===== src/hw/rtl/rtpfua_pkg.sv =====
// ----------------------------------------------------------------------------
// rtpfua_pkg
// Shared constants for the H.264 RTP packetizer: header layout, byte
// positions within a packet burst and configuration register indexes.
// ----------------------------------------------------------------------------
package rtpfua_pkg;

  localparam int unsigned MAX_PACKET_PAYLOAD = 1400;

  localparam logic [15:0] MAX_PAYLOAD_LEN = 16'(MAX_PACKET_PAYLOAD);
  localparam logic [10:0] MAX_PAYLOAD_PKT = 11'(MAX_PACKET_PAYLOAD);

  // fixed header bytes
  localparam logic [7:0]  RTP_VER_BYTE   = 8'h90;   // V=2, X=1, no CSRC
  localparam logic [15:0] EXT_PROFILE    = 16'hBEDE;
  localparam logic [15:0] EXT_WORDS      = 16'h0001;
  localparam logic [7:0]  ABS_SEND_IDLEN = 8'h32;   // id 3, three bytes follow
  localparam logic [23:0] SEND_TIME_MASK = 24'hFF_FFFF;

  // byte positions in a burst; 0..19 are the RTP header and extension
  localparam logic [4:0] POS_HDR_LAST  = 5'd19;
  localparam logic [4:0] POS_INDICATOR = 5'd20;
  localparam logic [4:0] POS_FU_HEADER = 5'd21;
  localparam logic [4:0] POS_DATA      = 5'd22;
  localparam logic [4:0] POS_FIRST     = 5'd0;

  localparam int unsigned CFG_IDX_W  = 2;
  localparam int unsigned CFG_DATA_W = 32;

  typedef enum logic [CFG_IDX_W-1:0] {
    CFG_PAYLOAD_TYPE = 2'd0,
    CFG_SSRC         = 2'd1,
    CFG_SINGLE_CODE  = 2'd2,
    CFG_FRAG_CODE    = 2'd3
  } cfg_reg_t;

  localparam logic OP_FRAME_START = 1'b0;
  localparam logic OP_DATA_BYTE   = 1'b1;

endpackage


===== src/hw/rtl/rtp_h264_fua_packetizer.sv =====
// ----------------------------------------------------------------------------
// rtp_h264_fua_packetizer
// Turns a frame-start transaction plus payload byte transactions into RTP
// packet bytes, single-NAL or FU-A fragmented.
// ----------------------------------------------------------------------------
// Usage:
//   s_* carries input transactions: s_tuser is the op (0 frame start,
//   1 payload byte), s_tdata the frame length, media time, send time and
//   payload byte. m_* carries one packet byte per transaction, m_tlast on
//   the final byte of each packet, m_tuser flags end of frame and the last
//   byte produced by one input transaction.
//   cfg_we/cfg_index/cfg_data write the payload type, SSRC and the two NAL
//   codes; write them only while the block is idle.
//   An accepted transaction is decoded into a burst register; a burst holds
//   0, 1, 21, 22 or 23 bytes, sent from position 0..22 one per cycle into
//   the output register, which drives m_*. Payload bytes inside a packet
//   sustain one per cycle while m_tready stays high; a packet start
//   occupies the burst register for its whole burst, and s_tready is
//   held low until its last byte moves to the output register.
//   A stalled m_tready holds the output register and, through it, the burst
//   and the input. Reset clears the sequence number, frame state, channel
//   valids and restores the register defaults.
// ----------------------------------------------------------------------------
module rtp_h264_fua_packetizer (
  input  logic                              clk,
  input  logic                              rst,
  input  logic                              s_tvalid,
  output logic                              s_tready,
  // frame_length[15:0], media_time[47:16], send_time[71:48], data_byte[79:72]
  input  logic [79:0]                       s_tdata,
  // op[0]
  input  logic                              s_tuser,
  output logic                              m_tvalid,
  input  logic                              m_tready,
  // out_byte[7:0]
  output logic [7:0]                        m_tdata,
  output logic                              m_tlast,
  // frame_end[0], run_end[1]
  output logic [1:0]                        m_tuser,
  input  logic                              cfg_we,
  input  logic [rtpfua_pkg::CFG_IDX_W-1:0]  cfg_index,
  input  logic [rtpfua_pkg::CFG_DATA_W-1:0] cfg_data
);

  // configuration
  logic [6:0]  media_pt;
  logic [31:0] stream_source_id;
  logic [4:0]  single_nal_code;
  logic [4:0]  fragment_nal_code;

  // frame state
  logic [15:0] sequence_count;
  logic [31:0] latched_media_time;
  logic [15:0] bytes_left_in_frame;
  logic [10:0] bytes_left_in_packet;
  logic        fragmented_mode;
  logic        first_fragment_pending;

  // burst register
  logic        b_active;
  logic [4:0]  b_idx;
  logic        b_has_data;
  logic        b_frag;
  logic        b_marker;
  logic [15:0] b_seq;
  logic [31:0] b_ts;
  logic [23:0] b_send;
  logic [7:0]  b_data;
  logic        b_fu_s;
  logic        b_fu_e;
  logic        b_pkt_end;
  logic        b_frame_end;

  // input fields
  logic        in_op;
  logic [15:0] in_flen;
  logic [31:0] in_mtime;
  logic [23:0] in_send;
  logic [7:0]  in_data;

  assign in_op    = s_tuser;
  assign in_flen  = s_tdata[15:0];
  assign in_mtime = s_tdata[47:16];
  assign in_send  = s_tdata[71:48];
  assign in_data  = s_tdata[79:72];

  logic       accept;
  logic       advance;
  logic [4:0] last_pos;
  logic       burst_done;

  assign last_pos   = b_has_data ? rtpfua_pkg::POS_DATA : rtpfua_pkg::POS_INDICATOR;
  assign advance    = b_active && (!m_tvalid || m_tready);
  assign burst_done = advance && (b_idx == last_pos);
  assign s_tready   = !b_active || burst_done;
  assign accept     = s_tvalid && s_tready;

  // decode of one input transaction
  logic        d_emit;
  logic        d_header;
  logic        d_has_data;
  logic        d_frag;
  logic        d_marker;
  logic        d_fu_s;
  logic        d_fu_e;
  logic        d_pkt_end;
  logic        d_frame_end;
  logic        frame_last;
  logic        new_packet;
  logic [10:0] pkt_size;
  logic [10:0] pkt_left_dec;
  logic [15:0] frame_left_dec;

  logic [15:0] sequence_count_next;
  logic [31:0] latched_media_time_next;
  logic [15:0] bytes_left_in_frame_next;
  logic [10:0] bytes_left_in_packet_next;
  logic        fragmented_mode_next;
  logic        first_fragment_pending_next;

  always_comb begin
    frame_last     = bytes_left_in_frame <= rtpfua_pkg::MAX_PAYLOAD_LEN;
    new_packet     = bytes_left_in_packet == 11'd0;
    pkt_size       = frame_last ? bytes_left_in_frame[10:0] : rtpfua_pkg::MAX_PAYLOAD_PKT;
    pkt_left_dec   = (new_packet ? pkt_size : bytes_left_in_packet) - 11'd1;
    frame_left_dec = bytes_left_in_frame - 16'd1;

    d_emit      = 1'b0;
    d_header    = 1'b0;
    d_has_data  = 1'b0;
    d_frag      = 1'b0;
    d_marker    = 1'b1;
    d_fu_s      = 1'b0;
    d_fu_e      = 1'b0;
    d_pkt_end   = 1'b0;
    d_frame_end = 1'b0;

    sequence_count_next         = sequence_count;
    latched_media_time_next     = latched_media_time;
    bytes_left_in_frame_next    = bytes_left_in_frame;
    bytes_left_in_packet_next   = bytes_left_in_packet;
    fragmented_mode_next        = fragmented_mode;
    first_fragment_pending_next = first_fragment_pending;

    if (in_op == rtpfua_pkg::OP_FRAME_START) begin
      latched_media_time_next     = in_mtime;
      bytes_left_in_frame_next    = in_flen;
      bytes_left_in_packet_next   = 11'd0;
      fragmented_mode_next        = in_flen > rtpfua_pkg::MAX_PAYLOAD_LEN;
      first_fragment_pending_next = in_flen > rtpfua_pkg::MAX_PAYLOAD_LEN;
      if (in_flen == 16'd0) begin
        // empty frame: header and indicator only, closes at once
        d_emit              = 1'b1;
        d_header            = 1'b1;
        d_pkt_end           = 1'b1;
        d_frame_end         = 1'b1;
        sequence_count_next = sequence_count + 16'd1;
      end
    end else if (bytes_left_in_frame != 16'd0) begin
      d_emit     = 1'b1;
      d_has_data = 1'b1;
      d_header   = new_packet;
      d_frag     = fragmented_mode;
      d_marker   = fragmented_mode ? frame_last : 1'b1;
      d_fu_s     = first_fragment_pending;
      d_fu_e     = frame_last;
      if (new_packet) begin
        sequence_count_next = sequence_count + 16'd1;
        if (fragmented_mode) begin
          first_fragment_pending_next = 1'b0;
        end
      end
      bytes_left_in_packet_next = pkt_left_dec;
      bytes_left_in_frame_next  = frame_left_dec;
      d_pkt_end                 = pkt_left_dec == 11'd0;
      d_frame_end               = frame_left_dec == 16'd0;
    end
  end

  // byte at the current burst position
  logic [7:0] burst_byte;

  always_comb begin
    burst_byte = b_data;
    if (b_idx <= rtpfua_pkg::POS_HDR_LAST) begin
      case (b_idx)
        5'd0:    burst_byte = rtpfua_pkg::RTP_VER_BYTE;
        5'd1:    burst_byte = {b_marker, media_pt};
        5'd2:    burst_byte = b_seq[15:8];
        5'd3:    burst_byte = b_seq[7:0];
        5'd4:    burst_byte = b_ts[31:24];
        5'd5:    burst_byte = b_ts[23:16];
        5'd6:    burst_byte = b_ts[15:8];
        5'd7:    burst_byte = b_ts[7:0];
        5'd8:    burst_byte = stream_source_id[31:24];
        5'd9:    burst_byte = stream_source_id[23:16];
        5'd10:   burst_byte = stream_source_id[15:8];
        5'd11:   burst_byte = stream_source_id[7:0];
        5'd12:   burst_byte = rtpfua_pkg::EXT_PROFILE[15:8];
        5'd13:   burst_byte = rtpfua_pkg::EXT_PROFILE[7:0];
        5'd14:   burst_byte = rtpfua_pkg::EXT_WORDS[15:8];
        5'd15:   burst_byte = rtpfua_pkg::EXT_WORDS[7:0];
        5'd16:   burst_byte = rtpfua_pkg::ABS_SEND_IDLEN;
        5'd17:   burst_byte = b_send[23:16];
        5'd18:   burst_byte = b_send[15:8];
        default: burst_byte = b_send[7:0];
      endcase
    end else if (b_idx == rtpfua_pkg::POS_INDICATOR) begin
      burst_byte = b_frag ? {3'b000, fragment_nal_code} : {3'b001, single_nal_code};
    end else if (b_idx == rtpfua_pkg::POS_FU_HEADER) begin
      burst_byte = {b_fu_s, b_fu_e, 1'b0, fragment_nal_code};
    end
  end

  logic       at_last;
  logic [4:0] b_idx_next;

  assign at_last    = b_idx == last_pos;
  assign b_idx_next = (b_idx == rtpfua_pkg::POS_INDICATOR && !b_frag) ?
                      rtpfua_pkg::POS_DATA : b_idx + 5'd1;

  // configuration registers
  always_ff @(posedge clk) begin
    if (rst) begin
      media_pt          <= 7'd96;
      stream_source_id  <= '0;
      single_nal_code   <= 5'd1;
      fragment_nal_code <= 5'd28;
    end else if (cfg_we) begin
      unique case (rtpfua_pkg::cfg_reg_t'(cfg_index))
        rtpfua_pkg::CFG_PAYLOAD_TYPE: media_pt          <= cfg_data[6:0];
        rtpfua_pkg::CFG_SSRC:         stream_source_id  <= cfg_data[31:0];
        rtpfua_pkg::CFG_SINGLE_CODE:  single_nal_code   <= cfg_data[4:0];
        rtpfua_pkg::CFG_FRAG_CODE:    fragment_nal_code <= cfg_data[4:0];
        default: ;
      endcase
    end
  end

  // frame state
  always_ff @(posedge clk) begin
    if (rst) begin
      sequence_count         <= '0;
      latched_media_time     <= '0;
      bytes_left_in_frame    <= '0;
      bytes_left_in_packet   <= '0;
      fragmented_mode        <= 1'b0;
      first_fragment_pending <= 1'b0;
    end else if (accept) begin
      sequence_count         <= sequence_count_next;
      latched_media_time     <= latched_media_time_next;
      bytes_left_in_frame    <= bytes_left_in_frame_next;
      bytes_left_in_packet   <= bytes_left_in_packet_next;
      fragmented_mode        <= fragmented_mode_next;
      first_fragment_pending <= first_fragment_pending_next;
    end
  end

  // burst register
  always_ff @(posedge clk) begin
    if (rst) begin
      b_active <= 1'b0;
      b_idx    <= rtpfua_pkg::POS_FIRST;
    end else if (accept && d_emit) begin
      b_active <= 1'b1;
      b_idx    <= d_header ? rtpfua_pkg::POS_FIRST : rtpfua_pkg::POS_DATA;
    end else if (burst_done) begin
      b_active <= 1'b0;
    end else if (advance) begin
      b_idx <= b_idx_next;
    end
  end

  always_ff @(posedge clk) begin
    if (accept && d_emit) begin
      b_has_data  <= d_has_data;
      b_frag      <= d_frag;
      b_marker    <= d_marker;
      b_seq       <= sequence_count_next;
      b_ts        <= latched_media_time_next;
      b_send      <= in_send & rtpfua_pkg::SEND_TIME_MASK;
      b_data      <= in_data;
      b_fu_s      <= d_fu_s;
      b_fu_e      <= d_fu_e;
      b_pkt_end   <= d_pkt_end;
      b_frame_end <= d_frame_end;
    end
  end

  // output register
  always_ff @(posedge clk) begin
    if (rst) begin
      m_tvalid <= 1'b0;
    end else if (advance) begin
      m_tvalid <= 1'b1;
    end else if (m_tready) begin
      m_tvalid <= 1'b0;
    end
  end

  always_ff @(posedge clk) begin
    if (advance) begin
      m_tdata <= burst_byte;
      m_tlast <= at_last && b_pkt_end;
      m_tuser <= {at_last, at_last && b_frame_end};
    end
  end

endmodule


===== config.mk =====
export PLATFORM = sky130hd
export DESIGN_NAME = rtp_h264_fua_packetizer
export DESIGN_NICKNAME = d
export VERILOG_FILES = /design/src/hw/rtl/rtpfua_pkg.sv /design/src/hw/rtl/rtp_h264_fua_packetizer.sv
export SDC_FILE = /design/constraint.sdc
export NUM_CORES = 1
export LEC_CHECK = 0
export ABC_AREA = 1
export BUFFER_PORTS_ARGS = -buffer_cell sky130_fd_sc_hd__buf_4
export CORE_MARGIN = 4
export CORE_UTILIZATION = 53
export CTS_CLUSTER_DIAMETER = 40
export DETAILED_ROUTE_END_ITERATION = 8
export PLACE_DENSITY = 0.81
export SLEW_MARGIN = 20
export SYNTH_ARGS = -nofsm -noshare
export SYNTH_HDL_FRONTEND = slang
export SYNTH_SLANG_ARGS = --single-unit

===== constraint.sdc =====
create_clock -name clk -period 4.1 [get_ports clk]
set_clock_uncertainty 0.1 [all_clocks]
set_input_delay 0.82 -clock clk [delete_from_list [all_inputs] [get_ports clk]]
set_output_delay 0.82 -clock clk [all_outputs]
set_load 0.02 [all_outputs]

==> metrics.md, run 1 <==
| Metric | Value |
|---|---|
| Synth area leaders | edfxtp_1 27%, dfxtp_1 24%, nand2_1 9.0% |
| Worst-skew pair later-pin latency | 510 ps |
| Clock-pin slew on the worst setup and hold paths | roughly 60 ps |
| DR DRC count | 0 |
| Commonest cells post-synth | 265 x nand2_1, 179 x nor2_1, 162 x o21ai_0, 160 x inv_1, 133 x dfxtp_1 |
| CTS Hold Bufs | 0 |
| PortBufs | between 100 and 150 |
| Die W | 152 um |
| First-pass detailed-route iteration total | 6 |
| Placed Instances | ~1,700 |
| Global-route wire length before repair | between 40,000 and 50,000 um |
| CTS Buf Count | 34 |
| Final hold vios | 0 |
| Outcome | complete, no violations |
| Fillers | between 1,500 and 2,000 |
| Die height | about 150 um |
| Setup TNS | 0 ps |
| Critical path type | flip-flop to flip-flop |
| Top Family by Delay on Critical Path | simple AND/OR/NAND/NOR gates |
| I/O pin cnt | about 130 |
| Fin. max-slew vios | 0 |
| Vias | around 10,000 |
| MaxCap Viol Count | 0 |
| Avg WL per Cell | ~16 um |
| CP dominant cell by count | nand2_1 |
| WL final | 29,100 um |
| Post-synth cell types | 49 |
| Slowest CP cell | dfxtp_1 |
| Critical Path Sink | m_tdata[2]$_DFFE_PP_ |
| Core area | just over 20,000 sq um |
| DP Worst Slack | slightly below 900 ps |
| # rows | between 50 and 60 |
| Post-DP HPWL | just over 20,000 um |
| FF-to-FF Start | b_idx[1]$_SDFFE_PP0P_ |
| Post-DRT Antenna Nets | 0 |
| Full die area | approximately 23,000 sq um |
| Number of DRC markers in iteration 0 | around 950 |
| Worst-margin pin slew | between 700 and 800 ps |
| Slew headroom | 0.479 |
| Post-layout power | about 6.8 mW |
| Routability cong. | around 0.88 |
| R2r setup slk | roughly 1100 ps |
| CP required | between 4000 and 5000 ps |
| Netlist Area Pre-Place | roughly 11,000 sq um |
| Power per Cell Area | roughly 510 nW/um^2 |
| Fin cells | between 1,500 and 2,000 |
| Clock Path Buffers | 3 |
| Share of layout cells above drive strength 1 | 0.151 |
| Cell Chain, Critical Path | inv_1, ha_1, inv_1, nor2_1, nand2_1, clkinv_1, nor2_1, nand4_1, nor3_1, nand2_1, inv_1, nand2_1, nand4_1, nand2_1, o31ai_1 |
| Diode count | 0 |
| Number of synthesized flops with an enable pin | about 100 |
| CTS Root Cell | clkbuf_16 |
| Initial Util | 0.541 |
| Static Leak | around 5.7 nW |
| Async S/R FF share, synth | 0 |
| Most common cell in the synthesized netlist | nand2_1 |
| Worst IR Drop VDD | about 0.36 mV |
| Clk sink count | approximately 230 |
| Total gr overflow | 0 |
| Synth Area per Inst | 7.95 sq um |
| Period utilization | 0.729 |
| Crit. Startpoint | b_idx[1]$_SDFFE_PP0P_ |
| Largest net degree at the start of global routing | 89 |
| CP endpoint kind | flip-flop |
| Post-CTS Setup Repair Bufs | 0 |
| Htree depth | 2 |
| All-Layer GR Usage | 0.244 |
| Tightest Hold Check Type | flip-flop to flip-flop |
| Startpoint types | flip-flop |
| CTS tree | built |
| Number of synthesized register bits | 231 |
| Critical path depth | 15 |
| Ys flop type | dfxtp_1 |
| Critical-path maximum fanout | 9 |
| DR vias/cell | around 5.5 |
| Number of global-route vias before repair | around 9,500 |
| Final #Nets | around 1,600 |
| Area share of the largest cell type after synthesis | 0.267 |
| Layout area overhead | 20.6% |
| CP peak stage delay | 370 ps |
| CP bufs+invs | 4 |
| Sequential fraction of the synthesis area | 0.509 |
| Worst setup margin | around 1100 ps |
| RSZ-0062 raised after global routing | no |
| Post-Route Utilization | 0.652 |
| Worst reg2reg endpoint | m_tdata[2]$_DFFE_PP_ |
| # setup viols final | 0 |
| Min Clock Period, post-route | 2990 ps |
| Synth Instances | approximately 1,400 |
| Ys Warns | 0 |
| Worst reg2reg path depth | 15 |
| Max Fclk | about 0.33 GHz |
| Mapped Nets | ~1,500 |
| Cell taking the most area after synthesis | edfxtp_1 |
| Cts repair resizes | 0 |
| Arrival time worst endpoint | approximately 3200 ps |
| Initial antenna violation count | 0 |
-- cell type report --
type                       instances  area [sq um]  share of cell area
sequential                       231          5610               0.422
inverter                         173           658              0.0495
clock inverter                    23           196              0.0148
clock buffer                      39           870              0.0655
tap                              270           338              0.0254
multi-input combinational        928          4540               0.342
timing repair buffer             142          1080              0.0812
-- cells in the final DEF, fill, tap and decap left out, types with 6 or more instances in the layout --
cell type | netlist | routed
clkinv_1 | 6 | 7
nor3_1 | 20 | 19
edfxtp_1 | 98 | 98
inv_6 | 0 | 8
nand4_1 | 23 | 23
nand2_1 | 265 | 265
clkbuf_16 | 0 | 34
nand3_1 | 43 | 43
o21ai_0 | 162 | 162
dfxtp_1 | 133 | 133
nor2_1 | 179 | 179
buf_4 | 0 | 141
xor2_1 | 21 | 21
a21oi_1 | 111 | 111
a211oi_1 | 14 | 14
inv_1 | 160 | 157
a31oi_1 | 6 | 6
inv_2 | 5 | 7
a221oi_1 | 11 | 11
ha_1 | 11 | 11
or2_2 | 6 | 6
-- how the worst min path moves through the flow --
stage | start | end | slack [ps] | cells after the start
2_1_floorplan | latched_media_time[0]$_SDFFE_PP0P_ | latched_media_time[0]$_SDFFE_PP0P_ | 320 | 2
3_3_place_gp | latched_media_time[11]$_SDFFE_PP0P_ | latched_media_time[11]$_SDFFE_PP0P_ | 330 | 2
3_5_place_dp | latched_media_time[12]$_SDFFE_PP0P_ | latched_media_time[12]$_SDFFE_PP0P_ | 340 | 2
4_1_cts | latched_media_time[17]$_SDFFE_PP0P_ | latched_media_time[17]$_SDFFE_PP0P_ | 350 | 2
5_1_grt | s_tdata[66] | b_send[18]$_DFFE_PP_ | 370 | 1
6_report | latched_media_time[12]$_SDFFE_PP0P_ | latched_media_time[12]$_SDFFE_PP0P_ | 340 | 2
-- where the power goes --
group / internal [mW] / switching (mW)
combinational: 0.473 / 0.920
sequential: 2.59 / 0.102
clock: 1.58 / 1.13
total: 4.65 / 2.15
-- per-stage QoR --
stage	instance area [sq um]	hold slack, ps
floorplan	11000	325
global route	13300	370
finish	13300	343
CTS	13300	345
detailed placement	12200	338
global placement	12200	331
-- registers in the layout, summed over array words and instances (netlist names), 11 cells and up --
signal	count
latched_media_time	32
b_send	24
bytes_left_in_frame	16
b_ts	32
b_seq	16
sequence_count	16
bytes_left_in_packet	11
stream_source_id	32
-- cell families (layout without fill, tap and decap cells) --
logic type / count (synthesis) / count (layout) / synth area share
DFF: 231 / 231 / 0.509
adders and majority gates: 11 / 11 / 0.0125
buffers and inverters: 226 / 377 / 0.0792
and+or+nand+nor: 558 / 558 / 0.213
xor gates and xnor gates: 26 / 26 / 0.0207
AOI/OAI and AO/OA: 333 / 333 / 0.165
-- layer usage --
metal  wire length (um)  part of all wire  track usage  vias to the layer above
li1                   -                 -            -                     4870
met5                  0                 0            0                        -
met3               2530             0.087       0.0508                       88
met2              13800              0.47        0.416                      472
met1              11600              0.40        0.307                     4544
met4               1150             0.039       0.0916                        0
-- worst reg2reg max path: stages, from the launching register on --
cell      delay (ps)
dfxtp_1          370
inv_1            140
ha_1             250
inv_1             60
nor2_1            90
nand2_1          120
clkinv_1         280
nor2_1           180
nand4_1           90
nor3_1           180
nand2_1          160
inv_1            290
nand2_1          110
nand4_1          200
nand2_1           90
o31ai_1           90
Power figures use the tool's default switching activity.
==> inputs of run 2 (changes only) <==
Clock period 4.1 ns to 2.6 ns, I/O delays scaled along.
==> metrics.md, run 2 (synthesis gave the netlist of run 1 again) <==
| Metric | Value |
|---|---|
| Cell Chain, Critical Path | nor2_1, nand2_1, nor2_2, nand2_1, nand2_2, nand2_2, nand2_1, nand2_1, inv_1, ha_1, nand3_1, nor2_2, nand2_1, xor2_2, nor2_1, nand2_1, nand2_1 (was inv_1, ha_1, inv_1, nor2_1, nand2_1, clkinv_1, nor2_1, nand4_1, nor3_1, nand2_1, inv_1, nand2_1, nand4_1, nand2_1, o31ai_1) |
| Most common cell after layout, fill and taps aside | nand2_1 (unchanged) |
| FF-to-FF Start | bytes_left_in_frame[12]$_SDFFE_PP0P_ (was b_idx[1]$_SDFFE_PP0P_) |
| Leading cell types in the layout, fill and taps excluded | 261 x nand2_1, 178 x buf_4, 176 x nor2_1, 158 x o21ai_0, 151 x inv_1 (was 265 x nand2_1, 179 x nor2_1, 162 x o21ai_0, 157 x inv_1, 141 x buf_4) |
| Full die area | 23,100 sq um (unchanged) |
| Worst-skew pair later-pin latency | 500 ps (was 510 ps) |
| Biggest regs | b_ts (32), latched_media_time (32), stream_source_id (32) (unchanged) |
| Clock Path Buffers | 3 (unchanged) |
| CTS tree | built (unchanged) |
| Static Leak | 5.99 nW (was 5.65 nW) |
| All-Layer GR Usage | 0.256 (was 0.244) |
| PortBufs | 132 (unchanged) |
| Total gr overflow | 0 (unchanged) |
| CTS Root Cell | clkbuf_16 (unchanged) |
| Fillers | 1,607 (was 1,669) |
| Initial Util | 0.541 (unchanged) |
| Critical path type | flip-flop to flip-flop (unchanged) |
| Share of layout cells above drive strength 1 | 0.192 (was 0.151) |
| Outcome | complete, no violations (unchanged) |
| Post-DRT Antenna Nets | 0 (unchanged) |
| Htree depth | 2 (unchanged) |
| Routability cong. | 0.948 (was 0.881) |
| CTS Buf Count | 36 (was 34) |
| Hold Startpoint | s_tdata[66] (was latched_media_time[12]$_SDFFE_PP0P_) |
| Critical-path maximum fanout | 4 (was 9) |
| Global-route wire length before repair | 49,000 um (was 46,900 um) |
| Diode count | 0 (unchanged) |
| Clock-pin slew on the worst setup and hold paths | 60 ps (about the same) |
| I/O pin cnt | 133 (unchanged) |
| Die height | 152 um (unchanged) |
| First-pass detailed-route iteration total | 6 (unchanged) |
| Min Clock Period, post-route | 2510 ps (was 2990 ps) |
| Power per Cell Area | 816 nW/um^2 (was 512 nW/um^2) |
| Core area | 20,400 sq um (unchanged) |
| CP required | 2740 ps (was 4320 ps) |
| Die W | 152 um (unchanged) |
| DR vias/cell | 5.52 (about the same) |
| # setup viols final | 0 (unchanged) |
| Post-layout power | 11.4 mW (was 6.80 mW) |
| DR DRC count | 0 (unchanged) |
| CP dominant cell by count | nand2_1 (unchanged) |
| Final #Nets | 1,686 (was 1,641) |
| Final hold vios | 0 (unchanged) |
| Number of DRC markers in iteration 0 | 857 (was 949) |
| Layout area overhead | 26.6% (was 20.6%) |
| Finished Cell Area | 13,900 sq um (was 13,300 sq um) |
| CP peak stage delay | 330 ps (was 370 ps) |
| Clk sink count | 231 (unchanged) |
| Post-DP HPWL | 21,600 um (was 20,600 um) |
| Tightest Hold Check Type | input pin to flip-flop (was flip-flop to flip-flop) |
| Slew headroom | 0.525 (was 0.479) |
| Max Fclk | 0.398 GHz (was 0.335 GHz) |
| Startpoint types | flip-flop (unchanged) |
| Worst-margin pin slew | 712 ps (was 782 ps) |
| Initial antenna violation count | 0 (unchanged) |
| Crit. Startpoint | bytes_left_in_frame[12]$_SDFFE_PP0P_ (was b_idx[1]$_SDFFE_PP0P_) |
| Period utilization | 0.967 (was 0.729) |
| Avg WL per Cell | 16.4 um (was 16.1 um) |
| CP endpoint kind | flip-flop (unchanged) |
| Largest net degree at the start of global routing | 84 (was 89) |
| Worst IR Drop VDD | 0.433 mV (was 0.365 mV) |
| Slowest CP cell | dfxtp_1 (unchanged) |
| RSZ-0062 raised after global routing | yes (was no) |
| R2r setup slk | 90 ps (was 1110 ps) |
| Number of global-route vias before repair | 9,777 (was 9,478) |
| Placed instance area | 12,600 sq um (was 12,200 sq um) |
| Vias | 10,200 (was 9,974) |
| # rows | 52 (unchanged) |
| Fin. max-slew vios | 0 (unchanged) |
| WL final | 30,400 um (was 29,100 um) |
| Arrival time worst endpoint | 2660 ps (was 3210 ps) |
| MaxCap Viol Count | 0 (unchanged) |
-- run 2: cell types whose count changed in the layout (fill, tap and decap cells not counted), moves of 4 or more --
cell	previous run	this run
nand2_1	265	261
buf_12	1	6
buf_4	141	178
o21ai_1	5	9
clkbuf_8	0	5
inv_1	157	151
o21ai_0	162	158
inv_6	8	4
-- run 2: repair_timing --
item	4_1_cts	5_1_grt
gates resized for setup	2	23
buffers inserted	0	4
endpoints found under the setup margin	5	92
pin swaps	0	4
hold buffers	0	0
-- run 2: power by group --
group,internal (mW),switching [mW]
Clock,3.06,1.65
Sequential,4.10,0.177
Combinational,0.871,1.53
Total,8.03,3.36
-- run 2: worst paths after layout --
kind,depth (start not counted),end
hold / removal,1,b_send[18]$_DFFE_PP_
setup / recovery,17,b_pkt_end$_DFFE_PP_
setup reg to reg,17,b_pkt_end$_DFFE_PP_
hold reg to reg,2,latched_media_time[19]$_SDFFE_PP0P_
-- run 2: critical path: cells and delay by family, from the launching register on --
| family | cells | cell delay [ps] |
|---|---|---|
| AND/OR/NAND/NOR | 14 | 1400 |
| adder cells (fa/ha/maj) | 1 | 200 |
| XOR/XNOR | 1 | 160 |
| flip-flops | 1 | 330 |
| buffers and inverters | 1 | 80 |
-- run 2: layout make-up --
| cell class | count | area, sq um | share of cell area |
|---|---|---|---|
| tap | 270 | 338 | 0.0242 |
| clock inverter | 14 | 168 | 0.0120 |
| multi-input combinational | 928 | 4650 | 0.334 |
| sequential | 231 | 5610 | 0.402 |
| clock buffer | 50 | 1020 | 0.0735 |
| timing repair buffer | 185 | 1470 | 0.105 |
| inverter | 173 | 688 | 0.0493 |
-- run 2: per-stage QoR --
step	worst slack, ps	TNS (ps)	cells	hold slack [ps]	utilization
after global placement	-26.5	-26.5	1783	334	0.620
after floorplan	-542	-40810	1385	325	-
after detailed placement	-114	-778	1783	341	0.620
after CTS	28.0	0	1847	85.4	0.678
after global routing	-106	-106	1851	79.1	0.685
final	85.3	0	1851	96.7	0.685
-- run 2: layer usage --
layer / track usage / share of wire / up-vias
li1: - / - / 4962
met1: 0.337 / 0.41 / 4727
met2: 0.411 / 0.47 / 431
met3: 0.0591 / 0.083 / 99
met4: 0.101 / 0.039 / 0
met5: 0 / 0 / -
